[config.mk]
export PLATFORM = sky130hd
export DESIGN_NAME = dst_front
export DESIGN_NICKNAME = d
export VERILOG_FILES = /design/src/rtl/core/dst_pkg.sv /design/src/rtl/core/dst_front.sv
export SDC_FILE = /design/constraint.sdc
export NUM_CORES = 1
export LEC_CHECK = 0
export CELL_PAD_IN_SITES_DETAIL_PLACEMENT = 1
export CELL_PAD_IN_SITES_GLOBAL_PLACEMENT = 2
export CORE_ASPECT_RATIO = 0.8
export CORE_MARGIN = 1
export CORE_UTILIZATION = 38
export DETAILED_ROUTE_END_ITERATION = 7
export DONT_BUFFER_PORTS = 1
export HOLD_SLACK_MARGIN = 0.1
export PLACE_DENSITY = 0.76
export SYNTH_ARGS = -nofsm -noshare
export SYNTH_HDL_FRONTEND = slang
export SYNTH_SLANG_ARGS = --single-unit
[constraint.sdc]
create_clock -name clock -period 20.7 [get_ports clock]
set_clock_uncertainty 0.1 [all_clocks]
set_input_delay 2.07 -clock clock [delete_from_list [all_inputs] [get_ports clock]]
set_output_delay 2.07 -clock clock [all_outputs]
set_load 0.02 [all_outputs]
[src/rtl/core/dst_pkg.sv]
// Shared types and constants of the detection stability tracker.
package dst_pkg;

   localparam int TIME_BITS    = 40;
   localparam int RUN_BITS     = 16;
   localparam int THR_BITS     = 12;
   localparam int AREA_Q_BITS  = 10;
   localparam int WIN_BITS     = 16;
   localparam int WIN_US_BITS  = 26;
   localparam int CSR_IDX_BITS = 3;
   localparam int CSR_DATA_BITS = 16;
   localparam logic [9:0] USEC_PER_MS = 10'd1000;
   localparam logic [RUN_BITS-1:0] RUN_MAX = 16'hFFFF;

   localparam logic [CSR_IDX_BITS-1:0] CSR_MOVE_THRESH    = 3'd0;
   localparam logic [CSR_IDX_BITS-1:0] CSR_AREA_THRESH    = 3'd1;
   localparam logic [CSR_IDX_BITS-1:0] CSR_SPAN_ENABLE    = 3'd2;
   localparam logic [CSR_IDX_BITS-1:0] CSR_SPAN_WINDOW    = 3'd3;
   localparam logic [CSR_IDX_BITS-1:0] CSR_SPAN_MOVE      = 3'd4;
   localparam logic [CSR_IDX_BITS-1:0] CSR_SPAN_AREA      = 3'd5;

   typedef struct packed {
      logic [THR_BITS-1:0]    move_thresh;
      logic [AREA_Q_BITS-1:0] area_thresh_q8;
      logic                   span_enable;
      logic [WIN_BITS-1:0]    span_window_ms;
      logic [THR_BITS-1:0]    span_move_thresh;
      logic [AREA_Q_BITS-1:0] span_area_thresh_q8;
   } cfg_type;

   typedef enum logic [2:0] {
      ST_IDLE,
      ST_CHECK,
      ST_SPAN_RD,
      ST_SPAN_EV,
      ST_EMIT
   } back_state_type;

endpackage

[src/rtl/core/dst_front.sv]
// Front part: takes region items, keeps the largest, and queues a record per frame.
module dst_front #(
   parameter int COORD_BITS = 12
) (
   input  logic                      clock,
   input  logic                      reset,
   input  logic                      accept,
   input  logic                      has_region,
   input  logic [4*COORD_BITS-1:0]   rect,
   input  logic [dst_pkg::TIME_BITS-1:0] frame_time,
   input  logic                      frame_end,
   output logic                      push,
   output logic [6*COORD_BITS+dst_pkg::TIME_BITS:0] push_data
);
   localparam int CB = COORD_BITS;

   logic [4*CB-1:0] best_rect_ff, best_rect_in;
   logic [2*CB-1:0] best_area_ff, best_area_in;
   logic            best_valid_ff, best_valid_in;
   logic [2*CB-1:0] area;
   logic            take;

   always_comb begin
      area = (2*CB)'(rect[3*CB +: CB]) * (2*CB)'(rect[2*CB +: CB]);
      take = has_region && (!best_valid_ff || area > best_area_ff);
      best_rect_in  = take ? rect : best_rect_ff;
      best_area_in  = take ? area : best_area_ff;
      best_valid_in = best_valid_ff | take;
      push      = accept && frame_end;
      push_data = {frame_time, best_area_in, best_rect_in, best_valid_in};
   end

   always_ff @(posedge clock) begin
      if (reset) begin
         best_rect_ff  <= '0;
         best_area_ff  <= '0;
         best_valid_ff <= 1'b0;
      end else if (accept) begin
         // A frame end hands the best region on and starts the next frame clean.
         if (frame_end) begin
            best_rect_ff  <= '0;
            best_area_ff  <= '0;
            best_valid_ff <= 1'b0;
         end else begin
            best_rect_ff  <= best_rect_in;
            best_area_ff  <= best_area_in;
            best_valid_ff <= best_valid_in;
         end
      end
   end
endmodule

* After elaboration in Yosys (flattened, before gate mapping)
Index checks and enable logic that the tools add are counted.
** Word-level totals
- Register bits after elaboration :: 73
- Input bits :: 93
** Operators by class
- Multiply operators :: 1
- Order comparisons :: 1
- Multiplexer cells :: 5
- Bitwise gates (word level) :: 1
- Reduce and logical (&&, ||, !) cells :: 4
** Operators with widths (count)
- two-way mux 48 bit :: 2
- two-way mux 24 bit :: 2
- greater-than comparator 24 bit :: 1
- multiplier 12 x 12 -> 24 bit :: 1
- logical AND 1 bit :: 2
- logical NOT 1 bit :: 1
- logical OR 1 bit :: 1
- two-way mux 1 bit :: 1
- OR 1 bit :: 1

* Longest topological paths before layout
- Depth after elaboration :: 6
- Depth in mapped cells :: 30
- Gate-level depth less buffers :: 27

* Least setup slack after synthesis
OpenSTA, ideal clock, no wires.
- Kind :: input to output
- Start point :: in rect[27]
- End point :: out push_data[10] (netlist bit)
- Arrival :: 8952 ps
- Required time :: 18530 ps
- Setup slack :: 9578 ps
- Stages on the path :: 26
- Path buffers :: 2
- Cells stage by stage :: clkbuf_1 nand2_1 fa_1 fa_1 fa_1 inv_1 fa_1 inv_1 fa_1 inv_1 ha_1 o21ai_0 a21oi_1 a2111oi_0 o21ai_0 a211o_1 o2111ai_1 inv_1 ha_1 and4_1 and4_1 nor2b_4 a221o_1 o21ai_2 buf_2 mux2_2
** Between the ends
- Longest elaborated chain between the ends :: 5
** Ends and longest elaborated chain
- from (decl) :: line dst_front.sv:9 : input logic [4*COORD_BITS-1:0] rect,
- multiplier 12 x 12 -> 24 bit :: line dst_front.sv:24 : area = (2*CB)'(rect[3*CB +: CB]) * (2*CB)'(rect[2*CB +: CB]);
- greater-than comparator 24 bit :: line dst_front.sv:25 : take = has_region && (!best_valid_ff || area > best_area_ff);
- logical OR 1 bit :: line dst_front.sv:25
- logical AND 1 bit :: line dst_front.sv:25
- two-way mux 48 bit :: line dst_front.sv:26 : best_rect_in = take ? rect : best_rect_ff;
- to (decl) :: line dst_front.sv:13 : output logic [6*COORD_BITS+dst_pkg::TIME_BITS:0] push_data
No other way between the ends.

* Final worst setup path
- Start point :: in rect[43]
- End point :: out push_data[39] (netlist bit)
Same word-level chain as after synthesis.

==> results_dict.tcl <==
set metrics [dict create \
    peakVddDrop_v 0.0000717 \
    crit_arrival_ns 10.24 \
    synth-seq-area-share 0.168 \
    path_common_cell "fa_1" \
    maxSlewViolCount 0 \
    slowest_stage "o21ai_4" \
    die-area_sq_um 23600 \
    drtAntennaViolNets 0 \
    multi_input_area_sq_um 6160 \
    wl_per_cell_um 17.9 \
    rsz0062_at_grt "no" \
    post_layout_nonfiller_instances 1192 \
    cp_num_buf_inv 5 \
    r2r-start "best_area_ff[11]" \
    final_cell_mix "inv_1, nand2_1, fa_1" \
    post-route-min-period_ns 12.41 \
    synth_edf_count 0 \
    start_kind "primary input" \
    dp.cells 1176 \
    grt_pass1_wl_mm 35.0 \
    drc_errors 0 \
    whs_ns 0.371 \
    fin_tns_setup_ns 0 \
    rows 49 \
    r2r_cells 11 \
    design_power_total_mw 1.50 \
    first_global_vias 6427 \
    seq_area_sq_um 1460 \
    synthFlopType "dfxtp_1" \
    dp_hpwl_mm 17.2 \
    hold_class "flip-flop to flip-flop" \
    setup_viol 0 \
    vias_per_cell 5.16 \
    insertion_delay_ns 0.35 \
    cts_tree "done" \
    total_leakage_power_nw 4.22 \
    htree_levels 3 \
    post-cts-setup-buffer-count 0 \
    p_sw_mw 0.788 \
    die-width_um 171 \
    initial_utilization 0.388 \
    grt_max_degree 63 \
    worst_slew_pin_slew_ns 1.01 \
    globalRouteOverflowTotal 0 \
    mostFrequentLayoutCell "inv_1" \
    cts_hold_buf 0 \
    syn_area_sq_um 8720 \
    r2r_slack_ns 16.60 \
    numPortBuffers 0 \
    dr.pass1.iters 4 \
    fin_util 0.399 \
    max_slew_margin 0.326 \
    switching_share 0.526 \
    cp.depth 25 \
    cts.clk_slew.worst_paths_ns 0.07 \
    clock.fmax_ghz 0.0806 \
    syn_inst 954 \
    critical-path-max-stage-delay_ns 0.80 \
    power.density_nw_per_um2 167 \
    cts_buffers 9 \
    critPathMaxFanout 48 \
    syn2layout_area_growth_pct 2.97 \
    syn_nets 1233 \
    p_int_mw 0.710 \
    drt_iter0_drc 289 \
    drive_above_1_share 0.104 \
    critPathRequiredTime_ns 18.53 \
    setup.worst_path.class "primary input to output port" \
    ys_ff_latch 73 \
    die_height_um 138 \
    cap_violations 0 \
    yosysUniqueCellTypes 48 \
    diodes 0 \
    syn_area_per_cell_sq_um 9.15 \
    r2r-end "best_rect_ff[43]" \
    wirelength_mm 21.4 \
    cts.sinks 73 \
    whs_path_depth 1 \
    clkPwrFrac 0.121 \
    seqPwrFrac 0.109 \
    place_congestion 0.799 \
    antenna_found_initial 0 \
    crit_path_end_kind "output port" \
    ys_async_sr_fraction 0 \
    hp-start "best_rect_ff[7]" \
    ys_warn_count 0 \
    pin_count 207 \
    fin_crit_sh 0.600 \
    p_comb_frac 0.770 \
    vias 6156 \
    nNetsFinal 1160 \
    outcome "completed" \
    fill_cells 2631 \
    hold_violations 0 \
    min_to "best_rect_ff[7]" \
    grt_use_total 0.193 \
    core-area_sq_um 22500 \
    cts_root_buffer "clkbuf_16" \
    cts_resized 0 \
    crit_family "compound AO/OA/AOI/OAI gates" \
    clockBufferDepth 2 \
]
==> power by group through the flow <==
stage	Combinational, mW	Clock (mW)	Sequential, mW
2_1_floorplan	0.908	0	0.164
3_3_place_gp	1.16	0	0.166
3_5_place_dp	1.17	0	0.166
4_1_cts	1.18	0.186	0.163
5_1_grt	1.32	0.191	0.166
6_report	1.15	0.181	0.164
==> per-stage QoR <==
| step | setup WS, ns | area, sq um |
|---|---|---|
| floorplan | 9.58 | 8720 |
| global placement | 8.40 | 8650 |
| detailed placement | 8.29 | 8650 |
| CTS | 8.28 | 8980 |
| global route | 7.82 | 8980 |
| finish | 8.29 | 8980 |
==> routing by layer <==
metal  global-route usage  vias up  share of wire
li1                     -     2928              -
met1                0.278     3091           0.50
met2                0.300      123           0.46
met3               0.0350       14          0.040
met4               0.0397        0         0.0090
met5                    0        -              0
==> cells by family (layout without fill, tap and decap cells) <==
logic type	count (synthesis)	count (layout)	synth area share
simple gates	215	215	0.123
compound gates	150	150	0.129
fa+ha+maj	186	186	0.353
mux	64	64	0.0826
flops	73	73	0.168
buf+inv	250	182	0.129
xor+xnor	16	16	0.0161
==> registers in the layout (all words and copies together), names as in the netlist <==
register / count
best_valid_ff: 1
best_rect_ff: 48
best_area_ff: 24
==> cell usage after synthesis (2+ instances only) <==
master | instances | share of area
dfxtp_1 | 73 | 0.17
a21oi_1 | 27 | 0.015
a22o_1 | 66 | 0.066
o31ai_1 | 5 | 0.0043
inv_1 | 162 | 0.070
nand3_1 | 8 | 0.0046
nor3_1 | 3 | 0.0017
ha_1 | 86 | 0.12
fa_1 | 100 | 0.23
a21o_1 | 5 | 0.0043
clkbuf_1 | 29 | 0.012
o21bai_1 | 3 | 0.0026
buf_4 | 44 | 0.038
and4_1 | 6 | 0.0060
and2_1 | 65 | 0.047
and3_1 | 3 | 0.0022
buf_2 | 15 | 0.0086
nor2_1 | 14 | 0.0060
o2111ai_1 | 2 | 0.0020
o31a_1 | 2 | 0.0020
nand2_1 | 103 | 0.044
nor2b_1 | 2 | 0.0014
o32ai_1 | 2 | 0.0020
mux2_2 | 64 | 0.083
xnor2_1 | 12 | 0.012
o21ai_0 | 17 | 0.0098
nand4_1 | 3 | 0.0022
o211ai_1 | 4 | 0.0034
or2_2 | 2 | 0.0014
a211oi_1 | 6 | 0.0052
xor2_1 | 4 | 0.0040
==> worst max path at each step <==
stage / endpoint / from
floorplan: push_data[10] / rect[27]
global placement: push_data[31] / rect[43]
detailed placement: push_data[46] / rect[43]
CTS: push_data[39] / rect[43]
global route: push_data[40] / rect[43]
finish: push_data[39] / rect[43]
==> layout make-up <==
| class | count | area share |
|---|---|---|
| Multi-Input combinational cell | 631 | 0.686 |
| Sequential cell | 73 | 0.163 |
| Inverter | 162 | 0.0677 |
| Tap cell | 306 | 0.0426 |
| Clock buffer | 10 | 0.0266 |
| Clock inverter | 6 | 0.0109 |
| Timing Repair Buffer | 4 | 0.00334 |
==> worst register-to-register path: stages, from the launching register on <==
cell	delay (ns)
dfxtp_1	0.35
inv_1	0.06
ha_1	0.32
and4_1	0.23
and4_1	0.24
nor2b_4	0.15
a221o_1	0.42
o21ai_4	0.80
buf_4	0.62
nor4b_4	0.12
buf_4	0.29
a22o_1	0.32
Power figures use the tool's default switching activity.
