==> src/rtl/core/dst_fifo.sv <==
// Small register queue of finished frame records between front and back.
module dst_fifo #(
   parameter int WIDTH = 8,
   parameter int DEPTH = 2
) (
   input  logic             clock,
   input  logic             reset,
   input  logic             push,
   input  logic [WIDTH-1:0] push_data,
   output logic             full,
   input  logic             pop,
   output logic             not_empty,
   output logic [WIDTH-1:0] pop_data
);
   localparam int PW = $clog2(DEPTH);
   localparam int CW = $clog2(DEPTH + 1);

   logic [WIDTH-1:0] mem_ff [DEPTH];
   logic [PW-1:0] wr_ff, wr_in, rd_ff, rd_in;
   logic [CW-1:0] cnt_ff, cnt_in;

   always_comb begin
      wr_in  = wr_ff;
      rd_in  = rd_ff;
      cnt_in = cnt_ff;
      if (push) begin
         wr_in = (wr_ff == PW'(DEPTH - 1)) ? '0 : wr_ff + 1'b1;
      end
      if (pop) begin
         rd_in = (rd_ff == PW'(DEPTH - 1)) ? '0 : rd_ff + 1'b1;
      end
      if (push && !pop) begin
         cnt_in = cnt_ff + 1'b1;
      end else if (pop && !push) begin
         cnt_in = cnt_ff - 1'b1;
      end
   end

   always_ff @(posedge clock) begin
      if (reset) begin
         wr_ff  <= '0;
         rd_ff  <= '0;
         cnt_ff <= '0;
      end else begin
         wr_ff  <= wr_in;
         rd_ff  <= rd_in;
         cnt_ff <= cnt_in;
      end
      if (push) begin
         mem_ff[wr_ff] <= push_data;
      end
   end

   assign full      = (cnt_ff == CW'(DEPTH));
   assign not_empty = (cnt_ff != '0);
   assign pop_data  = mem_ff[rd_ff];
endmodule

==> config.mk <==
export PLATFORM = sky130hd
export DESIGN_NAME = dst_fifo
export DESIGN_NICKNAME = d
export VERILOG_FILES = /design/src/rtl/core/dst_fifo.sv
export SDC_FILE = /design/constraint.sdc
export NUM_CORES = 1
export LEC_CHECK = 0
export BUFFER_PORTS_ARGS = -buffer_cell sky130_fd_sc_hd__buf_4
export CAP_MARGIN = 5
export CORE_UTILIZATION = 48
export DETAILED_ROUTE_END_ITERATION = 6
export HOLD_SLACK_MARGIN = 0.1
export PLACE_DENSITY = 0.79
export SYNTH_ARGS = -nofsm -noshare
export SYNTH_HDL_FRONTEND = slang
export SYNTH_SLANG_ARGS = --single-unit
==> constraint.sdc <==
create_clock -name clock -period 1.29 [get_ports clock]
set_clock_uncertainty 0.1 [all_clocks]
set_input_delay 0.1935 -clock clock [delete_from_list [all_inputs] [get_ports clock]]
set_output_delay 0.1935 -clock clock [all_outputs]
set_load 0.1 [all_outputs]
# Yosys cells after proc, flatten, opt, wreduce, memory -nomap -nowiden
# Memories as Yosys holds them, arrays and structs flattened. A register that Yosys moved wholly into a read port is not among the register bits.
# Index checks and enable logic that the tools add are counted.
[totals] n_memories=1 in_bits=12 output_inout_bits=10 register_bits=4 mem_bits_rw=16
[op_classes] n_reduce_logical=6 eq_ne=1 muxes=8 addsub=4
[memory_table] memory="mem_ff" words=2 width=8 read_ports=1 rd_ports_with_merged_regs=1 write_ports=1 line_no="18" text="logic [WIDTH-1:0] mem_ff [DEPTH];"
[op_table] cell="1-bit two-way mux" count=6
[op_table] cell="2-bit two-way mux" count=2
[op_table] cell="2-bit nonzero test" count=2
[op_table] cell="1-bit adder, second input constant" count=2
[op_table] cell="2-bit by 1-bit adder with 2-bit output, second input constant" count=1
[op_table] cell="2-bit == test, second input constant" count=1
[op_table] cell="1-bit logical AND" count=2
[op_table] cell="1-bit zero test" count=2
[op_table] cell="2-bit by 1-bit subtractor with 2-bit output, second input constant" count=1

# Longest topological paths before layout
# Gate-level depths: netlist of run 1.
[depth] ltp_word=4 mapped_depth=5 mapped_depth_nobuf=5

# Worst setup path after synthesis of run 1
# No wires, ideal clock.
[synth_path] kind="reg2out" startpoint="register (tool-made name)" endpoint="output pop_data[0]" arrival_time_ns=1.018 path_slack_ns=-0.021 required_time_ns=0.997 path_stages_with_launch=3 path_cell_list="dfxtp_1 > buf_2 > mux2_2"
[synth_lines] element="end, declared" line_no="13" text="output logic [WIDTH-1:0] pop_data"

==> results of run 1 <==
## final timing paths
kind,start,to,slack (ns),depth (start not counted)
setup / recovery,flop,pop_data[4],-0.30,3
hold / removal,push,cnt_ff[1],0.24,4
setup reg to reg,cnt_ff[0],cnt_ff[1],0.06,4
hold reg to reg,cnt_ff[1],cnt_ff[1],0.42,2
## metrics by stage
step | hold slack, ns | instance area (um2)
6_report | 0.240 | 1310
3_5_place_dp | 0.282 | 1000
2_1_floorplan | 0.163 | 786
5_1_grt | 0.248 | 1310
3_3_place_gp | 0.280 | 1000
4_1_cts | 0.222 | 1310
## registers in the layout, indices dropped and copies added, names as in the netlist, named ones only
register	flops
wr_ff	1
rd_ff	1
mem_ff	16
cnt_ff	2
## power by group through the flow
| stage | Clock, mW | Combinational (mW) | Sequential, mW |
|---|---|---|---|
| final | 0.306 | 0.718 | 0.810 |
| after global routing | 0.350 | 0.740 | 0.815 |
| after CTS | 0.309 | 0.702 | 0.805 |
| after detailed placement | 0 | 0.518 | 0.817 |
| after global placement | 0 | 0.513 | 0.815 |
| after floorplan | 0 | 0.395 | 0.811 |
## Yosys cell counts (2+ instances only)
| cell type | n |
|---|---|
| nor2_1 | 4 |
| xor2_1 | 2 |
| mux2_2 | 8 |
| edfxtp_1 | 16 |
| dfxtp_1 | 5 |
| xnor2_1 | 2 |
## timing repair
item,in CTS,in global routing
endpoints found under the hold margin,21,0
buffers inserted,2,0
hold buffers,11,0
setup endpoints to repair,10,10
gates resized for setup,41,1
pin swaps,0,1
## final cells by class
type | instances | area, um2 | share of cell area, %
Timing Repair Buffer | 38 | 450 | 34.3
Multi-Input combinational cell | 24 | 229 | 17.4
Clock buffer | 4 | 26.3 | 2.00
Sequential cell | 21 | 584 | 44.5
Inverter | 1 | 3.75 | 0.286
Tap cell | 16 | 20.0 | 1.52
## per-layer routing
layer	routed length, um	part of all wire [%]	vias to the layer above	global-route usage (%)
li1	-	-	248	-
met1	665	39	247	22.1
met4	22	1.3	0	5.63
met3	56	3.3	3	3.45
met2	941	56	15	39.4
met5	0	0	-	0
## cells by family after synthesis
kind of cell / count (synthesis)
simple gates: 9
buf+inv: 2
mux: 8
xor+xnor: 4
compound gates: 2
flops: 21
fa+ha+maj: 1
## worst min-delay path: cells and delay by family
kind,cells,cell delay [ns]
AO/OA/AOI/OAI,1,0.05
AND/OR/NAND/NOR,1,0.11
buffers and inverters,1,0.09
adder cells (fa/ha/maj),1,0.16
==> results.toml, run 1 <==
[status]
status = "finished, violations left"
violations = "setup timing"

[detailed_routing]
ant_nets = 0
vias_per_cell = 4.93
dr_total_vias = 513
first_iter_violations = 8
wl_per_cell_um = 16.2
wl_um = 1690
drtPass1Iterations = 3
post-route-drc-count = 0

[layout]
area_growth_pct = 67.2
antenna_cells = 0
fillCellCount = 64
fin_cells = 104
drive_gt1_share_pct = 48.9
final_util_pct = 86.2
final_cell_mix = "buf_4, edfxtp_1, dlygate4sd3_1, buf_12, mux2_4"
nets = 102

[die]
coreArea_mm2 = 0.00152
num_rows = 14
dieArea_mm2 = 0.00180
initial_core_util_pct = 51.6
ios = 22
die_h_um = 42.5
die_w_um = 42.5

[setup_path]
path_max_fanout = 8
critPathArrivalTime_ns = 1.30
crit_family = "flip-flops"
cp_slowest_cell = "dfxtp_2"
critical-path-max-stage-delay_ns = 0.37
cp_cell_sequence = "buf_12 > mux2_4 > buf_12"
startpoint_type = "flop"
required_ns = 1.00
path_class = "reg2out"
crit_path_end_kind = "output pin"
path_buf_inv = 2
cp_common_cell = "buf_12"

[placed_design]
place_inst = 87
preCtsSetupSlack_ns = -0.0312
numPortBuffers = 21
gp_congestion = 0.626
dp_hpwl_um = 762

[clock_tree]
path_clk_slew_ns = 0.11
root_buffer = "clkbuf_4"
cts_tree = "built"
clk_latency_ns = 0.30
numClockSinks = 21
htreeDepth = 1
cts_buffer_depth = 2
cts_buffers = 3

[power]
netSwitchingPower_mw = 0.625
p_int_mw = 1.21
power_frac_comb_pct = 39.1
totalPowerFinal_mw = 1.83
power_frac_clock_pct = 16.7
switching_share_pct = 34.1
vdd_drop_max_mv = 1.10
power_frac_seq_pct = 44.2
powerDensity_mw_per_mm2 = 1400
leakagePower_nw = 0.548

[synthesis]
syn_nets = 60
mappedNetlistArea_um2 = 786
synth.distinct_cells = 16
synthMuxAreaShare_pct = 11.5
synth_edf_count = 16
syn_inst = 47
async_flop_share_pct = 0
synth-simple-area-share_pct = 6.21
ys_seq_elements = 21
synth_top_area_share_pct = 61.1
synth_top_family_by_area = "multiplexers"
synthAdderAreaFrac_pct = 1.59
synth.area.top_cells = "edfxtp_1, dfxtp_1, mux2_2"
synth_compound_area_share_pct = 1.27
synth_top_area_cell = "edfxtp_1"
seq_area_frac_synth_pct = 73.9
synthXorXnorAreaFrac_pct = 4.46
synth_top_flop_cell = "edfxtp_1"
syn_area_per_cell_um2 = 16.7
ys_warn_count = 0

[timing]
hold_viol = 0
fin_crit_sh_pct = 123
finalSetupTns_ns = -2.50
setup_slack_ns = -0.300
max_slew_margin_pct = 85.4
finalSetupViolCount = 10
grt_setup_unrepaired = "true"
fmax_mhz = 629
tightest_slew_ns = 0.218
layout_min_cycle_time_ns = 1.59
slew_viol_final = 0

[run]
cap_viol_max_count = 0

[global_routing]
grt_pass1_vias = 571
grt_pass1_wl_um = 2590
grt_overflow = 0
antenna_found_initial = 0
grt_max_degree = 12
grt_usage_pct = 20.3

[min_path]
min-delay-path-class = "in2reg"
(Power assumes the default switching activity.)
==> run 2, diff against run 1 <==
--- a/config.mk
+++ b/config.mk
@@ -5,10 +5,12 @@
 export SDC_FILE = /design/constraint.sdc
 export NUM_CORES = 1
 export LEC_CHECK = 0
-export BUFFER_PORTS_ARGS = -buffer_cell sky130_fd_sc_hd__buf_4
+export ABC_CLOCK_PERIOD_IN_PS = 1290
+export BUFFER_PORTS_ARGS = -buffer_cell sky130_fd_sc_hd__buf_2
 export CAP_MARGIN = 5
 export CORE_UTILIZATION = 48
 export DETAILED_ROUTE_END_ITERATION = 6
+export GPL_ROUTABILITY_DRIVEN = 1
 export HOLD_SLACK_MARGIN = 0.1
 export PLACE_DENSITY = 0.79
 export SYNTH_ARGS = -nofsm -noshare
==> results.toml, run 2 (synthesis gave the netlist of run 1 again) <==
[timing]
hold_viol = 0
setup_slack_ns = -0.277
slew_viol_final = 0
fmax_mhz = 638
max_slew_margin_pct = 87.1
fin_crit_sh_pct = 121
grt_setup_unrepaired = "true"
finalSetupViolCount = 10
layout_min_cycle_time_ns = 1.57
tightest_slew_ns = 0.192

[global_routing]
grt_max_degree = 13
grt_pass1_vias = 484
grt_pass1_wl_um = 2100
antenna_found_initial = 0
grt_usage_pct = 16.2
grt_overflow = 0

[setup_path]
cp_slowest_cell = "dfxtp_2"
path_class = "reg2out"
reg2reg_slack_ns = 0.05
reg2reg_to = "cnt_ff[1]"
cp_cell_sequence = "buf_12 > mux2_4 > buf_12"
path_max_fanout = 8
r2r_cells = 4
required_ns = 1.00
cp_num_cells = 3
critPathArrivalTime_ns = 1.27
crit_family = "flip-flops"
crit_path_end_kind = "output pin"
path_buf_inv = 2
r2r_start = "cnt_ff[0]"
cp_common_cell = "buf_12"
startpoint_type = "flop"
critical-path-max-stage-delay_ns = 0.36

[detailed_routing]
post-route-drc-count = 0
dr_total_vias = 511
wl_met2_um = 767
wl_met1_um = 608
first_iter_violations = 13
dr.max_layer_used = "met4"
ant_nets = 0
wl_per_cell_um = 13.6
drtPass1Iterations = 4
route.met3.wl_um = 30
wl_um = 1420
vias_per_cell = 4.91

[status]
violations = "setup timing"
status = "finished, violations left"

[run]
cap_viol_max_count = 0

[layout]
fin_area_mm2 = 0.00128
fillCellCount = 75
regMostFlops = "mem_ff"
top_regs = "mem_ff: 16 flops, cnt_ff: 2 flops"
largest_register_ffs = 16
drive_gt1_share_pct = 51.1
nets = 102
final_common_cell = "edfxtp_1"
area_growth_pct = 63.5
antenna_cells = 0
final_cell_mix = "edfxtp_1, buf_2, buf_12"

[placed_design]
numPortBuffers = 21
placed_area_um2 = 986
gp_congestion = 0.628
dp_hpwl_um = 760

[clock_tree]
htreeDepth = 1
root_buffer = "clkbuf_4"
cts_buffers = 3
path_clk_slew_ns = 0.11
cts_tree = "built"
clk_latency_ns = 0.29
cts_buffer_depth = 2
numClockSinks = 21

[power]
totalPowerFinal_mw = 1.81
vdd_drop_max_mv = 1.21
powerDensity_mw_per_mm2 = 1410
leakagePower_nw = 0.542

[die]
coreArea_mm2 = 0.00152
num_rows = 14
ios = 22
dieArea_mm2 = 0.00180
die_w_um = 42.5
die_h_um = 42.5
initial_core_util_pct = 51.6

[min_path]
min-delay-path-class = "in2reg"
min_to = "wr_ff"
hold_start = "push"
whs_path_depth = 4
-- run 2: cell count changes in the layout (fill, tap and decap cells not counted), sizes merged --
cell,previous run,this run
clkinv,0,1
dlygate4sd3,11,10
buf,27,28
clkbuf,4,3
-- run 2: repair_timing --
action	CTS	global route
hold endpoints to repair	21	0
hold buffers	10	0
endpoints found under the setup margin	10	10
setup buffers	2	0
resized for setup	44	0
pin swaps	1	0
-- run 2: per-stage QoR --
step | utilization [%] | setup slack, ns | setup TNS, ns | cells | hold slack (ns)
6_report | 84.3 | -0.277 | -2.27 | 104 | 0.167
5_1_grt | 84.3 | -0.329 | -2.76 | 104 | 0.179
4_1_cts | 84.3 | -0.282 | -2.34 | 104 | 0.170
3_5_place_dp | 64.7 | -0.0909 | -0.650 | 88 | 0.286
3_3_place_gp | 64.7 | -0.0853 | -0.587 | 88 | 0.283
2_1_floorplan | - | -0.0211 | -0.169 | 47 | 0.163
-- run 2: worst reg2reg max path, delay by kind of cell, from the launching register on --
kind | cells | cell delay (ns)
AO/OA/AOI/OAI | 1 | 0.14
XOR/XNOR | 1 | 0.16
buffers and inverters | 1 | 0.13
flip-flops | 1 | 0.35
AND/OR/NAND/NOR | 1 | 0.30
-- run 2: metal layers --
layer,up-vias,global-route usage [%]
li1,251,-
met3,2,2.59
met4,0,5.63
met2,12,26.2
met5,-,0
met1,246,22.3
-- run 2: where the power goes --
part           switching [mW]  total [mW]  internal (mW)
clock                   0.182       0.297          0.115
sequential             0.0230       0.806          0.783
combinational           0.407       0.702          0.295
total                   0.612        1.81           1.19
-- run 2: area by class of cell --
cell class | count | area, um2 | area share [%]
flip-flops and latches | 21 | 584 | 45.5
well taps | 16 | 20.0 | 1.56
inverters | 1 | 3.75 | 0.292
repair buffers | 38 | 420 | 32.7
clock buffers | 3 | 22.5 | 1.75
multi-input cells | 24 | 229 | 17.8
clock inverters | 1 | 5.00 | 0.389
-- run 2: worst max-delay path by stage --
stage                     startpoint          end  slack, ns
after CTS                       flop  pop_data[1]      -0.28
final                           flop  pop_data[3]      -0.28
after detailed placement        flop  pop_data[1]      -0.09
after global routing            flop  pop_data[3]      -0.33
after global placement          flop  pop_data[3]      -0.09
after floorplan                 flop  pop_data[0]      -0.02
==> run 3, diff against run 2 <==
--- a/config.mk
+++ b/config.mk
@@ -8,11 +8,12 @@
 export ABC_CLOCK_PERIOD_IN_PS = 1290
 export BUFFER_PORTS_ARGS = -buffer_cell sky130_fd_sc_hd__buf_2
 export CAP_MARGIN = 5
-export CORE_UTILIZATION = 48
+export CORE_ASPECT_RATIO = 0.6
+export CORE_UTILIZATION = 25
 export DETAILED_ROUTE_END_ITERATION = 6
 export GPL_ROUTABILITY_DRIVEN = 1
 export HOLD_SLACK_MARGIN = 0.1
-export PLACE_DENSITY = 0.79
+export PLACE_DENSITY = 0.49
 export SYNTH_ARGS = -nofsm -noshare
 export SYNTH_HDL_FRONTEND = slang
 export SYNTH_SLANG_ARGS = --single-unit
==> results.toml, run 3 (synthesis gave the netlist of run 1 again) <==
[status]
status = "finished, violations left"
violations = "setup timing"

[detailed_routing]
drtPass1Iterations = 4
wl_per_cell_um = 11.3
vias_per_cell = 3.95
dr_total_vias = 510
post-route-drc-count = 0
ant_nets = 0
wl_um = 1460
first_iter_violations = 17

[layout]
seq_area_um2 = 587
nets = 101
top_regs = "mem_ff: 16 flops, cnt_ff: 2 flops"
final_util_pct = 45.2
multi_input_area_um2 = 229
final_common_cell = "edfxtp_1"
fillCellCount = 278
area_growth_pct = 68.3
drive_gt1_share_pct = 50.6
antenna_cells = 0
largest_register_ffs = 16
regMostFlops = "mem_ff"
final_cell_mix = "edfxtp_1, buf_2, buf_12"

[setup_path]
critPathArrivalTime_ns = 1.21
reg2reg_slack_ns = 0
crit_path_end_kind = "output pin"
reg2reg_to = "cnt_ff[1]"
startpoint_type = "flop"
r2r_start = "cnt_ff[0]"
critical-path-max-stage-delay_ns = 0.35
cp_cell_sequence = "buf_6 > mux2_4 > buf_12"
r2r_cells = 4
cp_slowest_cell = "dfxtp_2"
required_ns = 1.00
path_class = "reg2out"
path_max_fanout = 4

[power]
powerDensity_mw_per_mm2 = 1450
switching_share_pct = 32.5
power_frac_clock_pct = 21.6
netSwitchingPower_mw = 0.623
power_frac_seq_pct = 42.2
leakagePower_nw = 0.542
vdd_drop_max_mv = 0.641
power_frac_comb_pct = 36.3
p_int_mw = 1.30

[clock_tree]
cts_buffers = 3
clk_latency_ns = 0.25
cts_buffer_depth = 2
root_buffer = "clkbuf_8"
path_clk_slew_ns = 0.07
cts_tree = "built"
numClockSinks = 21
htreeDepth = 1

[timing]
slew_viol_final = 0
hold_viol = 0
fmax_mhz = 664
whs_ns = 0.122
finalSetupViolCount = 10
grt_setup_unrepaired = "true"
setup_slack_ns = -0.215
max_slew_margin_pct = 73.8
tightest_slew_ns = 0.393
finalSetupTns_ns = -1.72
fin_crit_sh_pct = 117
layout_min_cycle_time_ns = 1.51

[min_path]
whs_path_depth = 3
hold_start = "pop"
min-delay-path-class = "in2reg"

[placed_design]
gp_congestion = 0.723
preCtsSetupSlack_ns = 0.00788
dp_hpwl_um = 961
numPortBuffers = 21

[global_routing]
grt_pass1_wl_um = 2360
grt_pass1_vias = 495
antenna_found_initial = 0
grt_usage_pct = 10.1
grt_overflow = 0
grt_max_degree = 12

[die]
die_h_um = 45.4
coreArea_mm2 = 0.00293
num_rows = 15
dieArea_mm2 = 0.00338
initial_core_util_pct = 26.8
die_w_um = 74.4
ios = 22

[run]
cap_viol_max_count = 0
## run 3: cell types whose count changed in the layout (fill, tap and decap cells not counted), sizes merged
cell	delta
clkbuf	+1
dlygate4sd3	-1
clkinv	-1
## run 3: power groups by stage
stage          clock network (mW)  logic, mW  registers [mW]
2_1_floorplan                   0      0.395           0.811
3_3_place_gp                    0      0.628           0.817
3_5_place_dp                    0      0.631           0.819
4_1_cts                     0.428      0.697           0.810
5_1_grt                     0.465      0.723           0.815
6_report                    0.414      0.696           0.809
## run 3: repair_timing
action                                  in CTS  in global routing
hold endpoints to repair                    21                  0
pin swaps                                    1                  1
buffers inserted                             2                  0
hold buffers                                 9                  0
resized for setup                           15                  0
cloned                                       0                  0
endpoints found under the setup margin      10                 11
## run 3: worst max-delay path: cells and delay by family, from the launching register on
kind	cells	cell delay, ns
flops	1	0.35
mux	1	0.32
buf+inv	2	0.29
## run 3: layout make-up
type,instances,share of cell area [%]
clock buffers,4,3.41
flip-flops and latches,21,44.4
well taps,42,3.97
inverters,1,0.284
multi-input cells,24,17.3
repair buffers,37,30.7
## run 3: stage by stage
| step | total power, mW | instance area (um2) | instances |
|---|---|---|---|
| finish | 1.92 | 1320 | 129 |
| CTS | 1.93 | 1320 | 129 |
| floorplan | 1.21 | 786 | 47 |
| global placement | 1.44 | 1130 | 114 |
| detailed placement | 1.45 | 1130 | 114 |
| global route | 2.00 | 1320 | 129 |
## run 3: per-layer routing
metal	GRT usage [%]	vias to the layer above	part of all wire (%)
li1	-	251	-
met1	13.7	240	46
met2	14.4	16	47
met3	5.09	3	6.6
met4	2.26	0	0.62
met5	0	-	0
## run 3: how the worst max path moves through the flow
stage	cells past startpoint	slack [ns]	end	start
floorplan	2	-0.02	pop_data[0]	flop
global placement	3	0.02	pop_data[4]	flop
detailed placement	3	0.008	pop_data[4]	flop
CTS	3	-0.22	pop_data[4]	flop
global route	3	-0.27	pop_data[5]	flop
finish	3	-0.22	pop_data[5]	flop
